## src/sv/lurw_pkg.sv

```systemverilog
package lurw_pkg;

    localparam int CH_W       = 7;
    localparam int LEN_W      = 8;
    localparam int RING_AW    = 7;
    localparam int RING_DEPTH = 1 << RING_AW;

    // Stream payload widths, padded to whole bytes.
    localparam int S_TDATA_W  = 8;
    localparam int M_TDATA_W  = 2 * LEN_W;

    typedef logic [CH_W-1:0]    t_ch;
    typedef logic [LEN_W-1:0]   t_len;
    typedef logic [RING_AW-1:0] t_ridx;

endpackage

```

## src/sv/longest_unique_run_window.sv

```systemverilog
// Longest repeat-free run over a character stream.
//
// Input channel (i_s_axis_*): one transaction per character. tdata[6:0] holds
// the character code, tlast marks the final character of a string. Output
// channel (o_m_axis_*): one transaction per character, carrying the length of
// the repeat-free window that ends at that character and the longest such
// length seen so far in the string.
//
// A character that is new to the window is appended in S_CHK and its result
// is loaded into the output register in S_WAIT. A character that repeats goes
// from S_CHK through S_DROP, once per character dropped from the window start
// with one ring read each, then S_APPEND and S_WAIT. The next character is
// accepted in the cycle its predecessor's result is loaded, so a new character
// is taken only once the one before it is through.
//
// Reset clears the window, the best length and the per-code valid flags at
// once, and so does loading the result of a tlast character. When the receiver
// stalls, one result waits in the output register while the next character is
// processed; the block then holds its next result and stops accepting until
// the register frees up.
module longest_unique_run_window #(
    parameter int ALPHABET = 128
) (
    input  logic                            i_clk,
    input  logic                            i_rst_n,
    // Input stream.
    input  logic                            i_s_axis_tvalid,
    output logic                            o_s_axis_tready,
    // tdata fields from bit 0: ch [6:0], zero pad [7].
    input  logic [lurw_pkg::S_TDATA_W-1:0]  i_s_axis_tdata,
    input  logic                            i_s_axis_tlast,
    // Output stream.
    output logic                            o_m_axis_tvalid,
    input  logic                            i_m_axis_tready,
    // tdata fields from bit 0: window_len [7:0], best_len [15:8].
    output logic [lurw_pkg::M_TDATA_W-1:0]  o_m_axis_tdata
);

    import lurw_pkg::*;

    localparam int CW = (ALPHABET > 1) ? $clog2(ALPHABET) : 1;
    // The window holds distinct codes, so it can never be longer than this.
    localparam int MAX_WIN = (ALPHABET < RING_DEPTH) ? ALPHABET : RING_DEPTH;

    typedef logic [CW-1:0] t_code;
    typedef t_code t_code_tab [RING_DEPTH];

    // Folds an incoming character into the alphabet; an identity map when the
    // alphabet covers all character codes.
    function automatic t_code_tab f_build_code_tab();
        t_code_tab tab;
        for (int i = 0; i < RING_DEPTH; i++) begin
            tab[i] = t_code'(i % ALPHABET);
        end
        return tab;
    endfunction

    localparam t_code_tab CODE_TAB = f_build_code_tab();

    typedef enum logic [2:0] {
        S_IDLE,
        S_CHK,
        S_DROP,
        S_APPEND,
        S_WAIT
    } t_state;

    t_state              r_state, n_state;
    t_code               r_code;
    logic                r_last;
    t_ridx               r_head, n_head;
    t_len                r_len, n_len;
    t_len                r_best, n_best;
    logic [ALPHABET-1:0] r_valid;
    logic                r_out_valid;
    t_len                r_out_len;
    t_len                r_out_best;

    // Presence memory: one bit per code, qualified by the valid flags.
    logic                pres_mem [ALPHABET];
    logic                r_pres_q;
    logic                pres_re;
    logic                pres_we;
    t_code               pres_waddr;
    logic                pres_wdata;

    // Window ring: the codes now in the window, in arrival order.
    t_code               ring_mem [RING_DEPTH];
    t_code               r_ring_q;
    logic                ring_re;
    t_ridx               ring_raddr;
    logic                ring_we;

    logic                s_fire;
    logic                out_free;
    logic                do_append;
    logic                do_load;
    logic                hit;
    t_code               in_code;
    t_len                app_len;

    assign in_code  = CODE_TAB[i_s_axis_tdata[CH_W-1:0]];
    assign out_free = !r_out_valid || i_m_axis_tready;
    assign o_s_axis_tready = (r_state == S_IDLE) || ((r_state == S_WAIT) && out_free);
    assign s_fire   = i_s_axis_tvalid && o_s_axis_tready;
    assign hit      = r_pres_q && r_valid[r_code];
    assign app_len  = r_len + t_len'(1);

    always_comb begin
        n_state    = r_state;
        n_head     = r_head;
        n_len      = r_len;
        n_best     = r_best;
        pres_re    = s_fire;
        pres_we    = 1'b0;
        pres_waddr = r_code;
        pres_wdata = 1'b0;
        ring_re    = 1'b0;
        ring_raddr = r_head;
        ring_we    = 1'b0;
        do_append  = 1'b0;
        do_load    = 1'b0;

        unique case (r_state)
            S_IDLE: begin
                if (s_fire) begin
                    n_state = S_CHK;
                end
            end
            S_CHK: begin
                if (hit) begin
                    ring_re = 1'b1;
                    n_state = S_DROP;
                end else begin
                    do_append = 1'b1;
                end
            end
            S_DROP: begin
                // Remove the oldest window character.
                pres_we    = 1'b1;
                pres_waddr = r_ring_q;
                pres_wdata = 1'b0;
                n_head     = r_head + t_ridx'(1);
                n_len      = r_len - t_len'(1);
                if ((r_ring_q == r_code) || (r_len <= t_len'(1))) begin
                    n_state = S_APPEND;
                end else begin
                    ring_re    = 1'b1;
                    ring_raddr = r_head + t_ridx'(1);
                end
            end
            S_APPEND: begin
                do_append = 1'b1;
            end
            S_WAIT: begin
                if (out_free) begin
                    do_load = 1'b1;
                    if (r_last) begin
                        n_head = '0;
                        n_len  = '0;
                        n_best = '0;
                    end
                    n_state = s_fire ? S_CHK : S_IDLE;
                end
            end
            default: begin
                n_state = S_IDLE;
            end
        endcase

        if (do_append) begin
            ring_we    = 1'b1;
            pres_we    = 1'b1;
            pres_waddr = r_code;
            pres_wdata = 1'b1;
            n_len      = app_len;
            n_best     = (app_len > r_best) ? app_len : r_best;
            n_state    = S_WAIT;
        end
    end

    always_ff @(posedge i_clk) begin
        if (!i_rst_n) begin
            r_state     <= S_IDLE;
            r_head      <= '0;
            r_len       <= '0;
            r_best      <= '0;
            r_valid     <= '0;
            r_out_valid <= 1'b0;
        end else begin
            r_state <= n_state;
            r_head  <= n_head;
            r_len   <= n_len;
            r_best  <= n_best;
            if (do_load && r_last) begin
                r_valid <= '0;
            end else if (do_append) begin
                r_valid[r_code] <= 1'b1;
            end
            if (do_load) begin
                r_out_valid <= 1'b1;
            end else if (i_m_axis_tready) begin
                r_out_valid <= 1'b0;
            end
        end
        if (s_fire) begin
            r_code <= in_code;
            r_last <= i_s_axis_tlast;
        end
        if (do_load) begin
            r_out_len  <= r_len;
            r_out_best <= r_best;
        end
    end

    always_ff @(posedge i_clk) begin
        if (pres_we) begin
            pres_mem[pres_waddr] <= pres_wdata;
        end
        if (pres_re) begin
            r_pres_q <= pres_mem[in_code];
        end
    end

    always_ff @(posedge i_clk) begin
        if (ring_we) begin
            ring_mem[r_head + r_len[RING_AW-1:0]] <= r_code;
        end
        if (ring_re) begin
            r_ring_q <= ring_mem[ring_raddr];
        end
    end

    assign o_m_axis_tvalid = r_out_valid;
    assign o_m_axis_tdata  = {r_out_best, r_out_len};

`ifndef ASSERT_OFF
    a_len_bound: assert property (@(posedge i_clk) disable iff (!i_rst_n)
        r_len <= t_len'(MAX_WIN))
        else $error("window length exceeds the number of distinct codes");

    a_best_ge_len: assert property (@(posedge i_clk) disable iff (!i_rst_n)
        r_best >= r_len)
        else $error("best length fell below the current window length");

    a_drop_nonempty: assert property (@(posedge i_clk) disable iff (!i_rst_n)
        (r_state == S_DROP) |-> (r_len != '0))
        else $error("drop step on an empty window");

    a_load_grows: assert property (@(posedge i_clk) disable iff (!i_rst_n)
        do_load |-> (r_len != '0))
        else $error("result loaded with an empty window");
`endif

endmodule

```

## config.mk

```make
export PLATFORM = sky130hd
export DESIGN_NAME = longest_unique_run_window
export DESIGN_NICKNAME = d
export VERILOG_FILES = /design/src/sv/lurw_pkg.sv /design/src/sv/longest_unique_run_window.sv
export SDC_FILE = /design/constraint.sdc
export NUM_CORES = 2
export LEC_CHECK = 0
export ABC_CLOCK_PERIOD_IN_PS = 6720
export BUFFER_PORTS_ARGS = -buffer_cell sky130_fd_sc_hd__clkbuf_2
export CAP_MARGIN = 20
export CORE_MARGIN = 2
export CORE_UTILIZATION = 63
export DETAILED_ROUTE_END_ITERATION = 7
export GPL_TIMING_DRIVEN = 1
export PLACE_DENSITY = 0.78
export SYNTH_ARGS = -nofsm -noshare
export SYNTH_HDL_FRONTEND = slang
export SYNTH_SLANG_ARGS = --single-unit
```

## constraint.sdc

```tcl
create_clock -name i_clk -period 6.72 [get_ports i_clk]
set_clock_uncertainty 0.15 [all_clocks]
set_input_delay 0.336 -clock i_clk [delete_from_list [all_inputs] [get_ports i_clk]]
set_output_delay 0.336 -clock i_clk [all_outputs]
set_load 0.005 [all_outputs]
```

==> results.py <==
metrics = {
    "run_status": {
        "status": "finished, final reports clean",
    },
    "pwr": {
        "p_leak_nw": 18.0,
        "power.density_nw_per_um2": 271,
        "total_power_mw": 15.4,
        "vdd_drop_max_mv": 0.222,
    },
    "yosys": {
        "yosysUniqueCellTypes": 102,
        "ys_ff_latch": 1211,
        "synthesis.area_um2": 51700,
        "ys_warn_count": 0,
        "synth_common_cells": "edfxtp_1, nor2_1, nand2_1",
        "synth_seq_area_share": 0.673,
        "syn_area_per_cell_um2": 14.1,
        "synthTopCellsByArea": "edfxtp_1, dfxtp_1, mux4_2",
        "yosysTopAreaCellShare": 0.613,
        "postSynthNetCount": 3693,
        "synth_top_cell_by_area": "edfxtp_1",
        "synth_top_flop_cell": "edfxtp_1",
        "synth_most_common_cell": "edfxtp_1",
        "synth_edf_count": 1056,
        "netlist_instances": 3661,
        "async_reset_ff_frac": 0,
    },
    "setup_path": {
        "arrival_ns": 5.96,
        "cp.required_ns": 7.04,
        "cp_max_fo": 30,
        "critPathKind": "reg2reg",
        "end_kind": "flip-flop",
        "start_kind": "flip-flop",
        "cp_cell_sequence": "inv_1 > ha_1 > or2_2 > a31oi_4 > o21ai_4 > o21bai_2 > nand2_1 > nand4_1 > o22ai_1 > or4_1 > a2111oi_1",
        "crit_family": "simple AND/OR/NAND/NOR gates",
        "cpMaxStageDelayCell": "nand2_1",
        "crit_path_max_incr_delay_ns": 0.85,
        "crit_buf_inv": 1,
    },
    "global_route": {
        "track_usage": 0.323,
        "grt_max_degree": 142,
        "use_met3": 0.0800,
        "grt_pass1_wl_um": 206000,
        "grt_pass1_vias": 32507,
        "busiest_layer": "met2",
        "antenna_found_initial": 0,
        "use_met1": 0.465,
        "met2_usage": 0.486,
        "grt.overflow.total": 0,
    },
    "layout": {
        "fill_cells": 5248,
        "drive_above_1_share": 0.122,
        "area_delta_synth_final_pct": 9.51,
        "nets": 3688,
        "fin_util": 0.693,
    },
    "route": {
        "wl_per_cell_um": 28.7,
        "dr.first_iter.drc_count": 5407,
        "drtAntennaViolNets": 0,
        "remaining_drc_errors": 0,
        "first_pass_iters": 8,
        "avgViaCountPerCell": 7.12,
        "routed_wirelength_um": 138000,
        "num_vias": 34351,
    },
    "sta": {
        "setup_viol": 0,
        "fin_ws_ns": 1.07,
        "hold_viol_final": 0,
        "setup-tns-final_ns": 0,
        "slew-limit-headroom": 0.228,
        "timing.final.crit_share": 0.840,
        "rsz0062_at_grt": "false",
        "min_period_ns": 5.65,
        "slew_viol_final": 0,
        "fmax_ghz": 0.177,
        "tightest_slew_ns": 1.15,
    },
    "clock_tree": {
        "clkTransAtPathRegs_ns": 0.06,
        "cts_tree": "built",
        "clock_sinks": 1211,
        "cts_made_buffers": 115,
        "cts-root-buf": "clkbuf_16",
        "clk_path_buf_depth": 3,
        "clk_latency_ns": 0.70,
        "htree_levels": 3,
        "post_cts_buffers": 0,
    },
    "die": {
        "num_rows": 105,
        "io_pins": 31,
        "start_util": 0.633,
        "die_y_um": 291,
        "die_x_um": 291,
        "dieArea_um2": 84400,
        "fp.coreArea_um2": 81700,
    },
    "placement": {
        "place_congestion": 0.915,
        "place_ws_ns": 1.13,
        "portBuffers": 29,
        "dp_hpwl_um": 83200,
    },
    "min_path": {
        "holdCritPathClass": "in2reg",
    },
    "flow_run": {
        "cap_violations": 0,
    },
}
-- metrics by stage --
| stage | hold slack [ns] | area [um2] | instances |
|---|---|---|---|
| finish | 0.0657 | 56700 | 4822 |
| global route | 0.0910 | 56700 | 4821 |
| CTS | 0.0540 | 56600 | 4819 |
| detailed placement | 0.298 | 52900 | 4599 |
| global placement | 0.296 | 52800 | 4597 |
| floorplan | 0.279 | 51700 | 3661 |
-- worst paths after layout --
path | startpoint | to | slack (ns) | cells past startpoint
max | r_len[0] | r_ring_q[6] | 1.07 | 11
min | i_s_axis_tdata[2] | r_code[2] | 0.07 | 1
max reg2reg | r_len[0] | r_ring_q[6] | 1.07 | 11
min reg2reg | r_best[2] | r_out_best[2] | 0.32 | 0
-- layer usage --
layer  part of all wire  wire length [um]
met5                  0                 0
met4              0.040              5560
met3               0.14             19000
met2               0.45             62400
met1               0.37             51300
-- kinds of logic (layout without fill, tap and decap cells) --
logic type | Yosys count | after routing | synth area share
XOR/XNOR | 31 | 31 | 0.00612
AO/OA/AOI/OAI | 818 | 818 | 0.120
AND/OR/NAND/NOR | 984 | 984 | 0.0869
adder cells (fa/ha/maj) | 19 | 19 | 0.00474
flip-flops | 1211 | 1211 | 0.673
other | 0 | 1 | 0
multiplexers | 319 | 319 | 0.0844
buffers and inverters | 279 | 369 | 0.0252
-- where the power goes --
part | switching [mW] | leakage, nW | total, mW | internal (mW)
Sequential | 0.0409 | 10.8 | 8.27 | 8.22
Clock | 2.80 | 1.80 | 6.37 | 3.57
Combinational | 0.534 | 5.46 | 0.742 | 0.208
-- state kept, by name, summed over array words and instances (netlist names) --
register         flops
r_head               7
pres_mem           128
r_out_best           8
o_m_axis_tvalid      1
r_ring_q             7
r_pres_q             1
r_last               1
r_code               7
r_len                8
r_best               8
r_state              3
ring_mem           896
r_valid            128
r_out_len            8
-- cells in the final DEF, fill, tap and decap left out, types with 13 or more instances in the layout --
cell type / instances
o311ai_0: 13
a311oi_1: 19
o22ai_1: 92
a31oi_1: 29
nand3_1: 76
edfxtp_1: 1056
a211oi_1: 50
xnor2_1: 20
a22oi_1: 22
clkinv_2: 24
mux4_2: 91
nand2_1: 264
o31ai_1: 17
mux2i_1: 200
ha_1: 17
a32oi_1: 39
nor3_1: 51
nand3b_1: 19
mux2_2: 28
a2111oi_0: 20
nor2_1: 383
clkbuf_1: 20
clkinv_1: 27
a32o_1: 13
or3_1: 34
a22o_1: 144
a41oi_1: 13
buf_4: 85
o221ai_1: 66
clkbuf_16: 115
a21oi_1: 69
and3_1: 46
nand2b_1: 13
dfxtp_1: 153
clkbuf_2: 31
nand4_1: 24
a221oi_1: 14
o21ai_0: 105
inv_1: 25
-- worst register-to-register path: stages, from the launching register on --
cell and delay, ns:
dfxtp_1 0.62, inv_1 0.10, ha_1 0.29, or2_2 0.37, a31oi_4 0.34, o21ai_4 0.33
o21bai_2 0.69, nand2_1 0.85, nand4_1 0.40, o22ai_1 0.16, or4_1 0.65, a2111oi_1 0.47
-- cell type report --
class,count,area (um2),area share
antenna,1,2.50,0.0000442
clock buffer,140,3000,0.0530
clock inverter,72,683,0.0121
inverter,28,106,0.00188
multi-input combinational,2171,15700,0.277
sequential,1211,34800,0.614
tap,1070,1340,0.0236
timing repair buffer,129,990,0.0175
-- timing repair --
action,CTS,global route
hold endpoints to repair,13,0
resized for setup,0,0
hold buffers,8,0
Note: power is estimated with default switching activity, not from simulation.
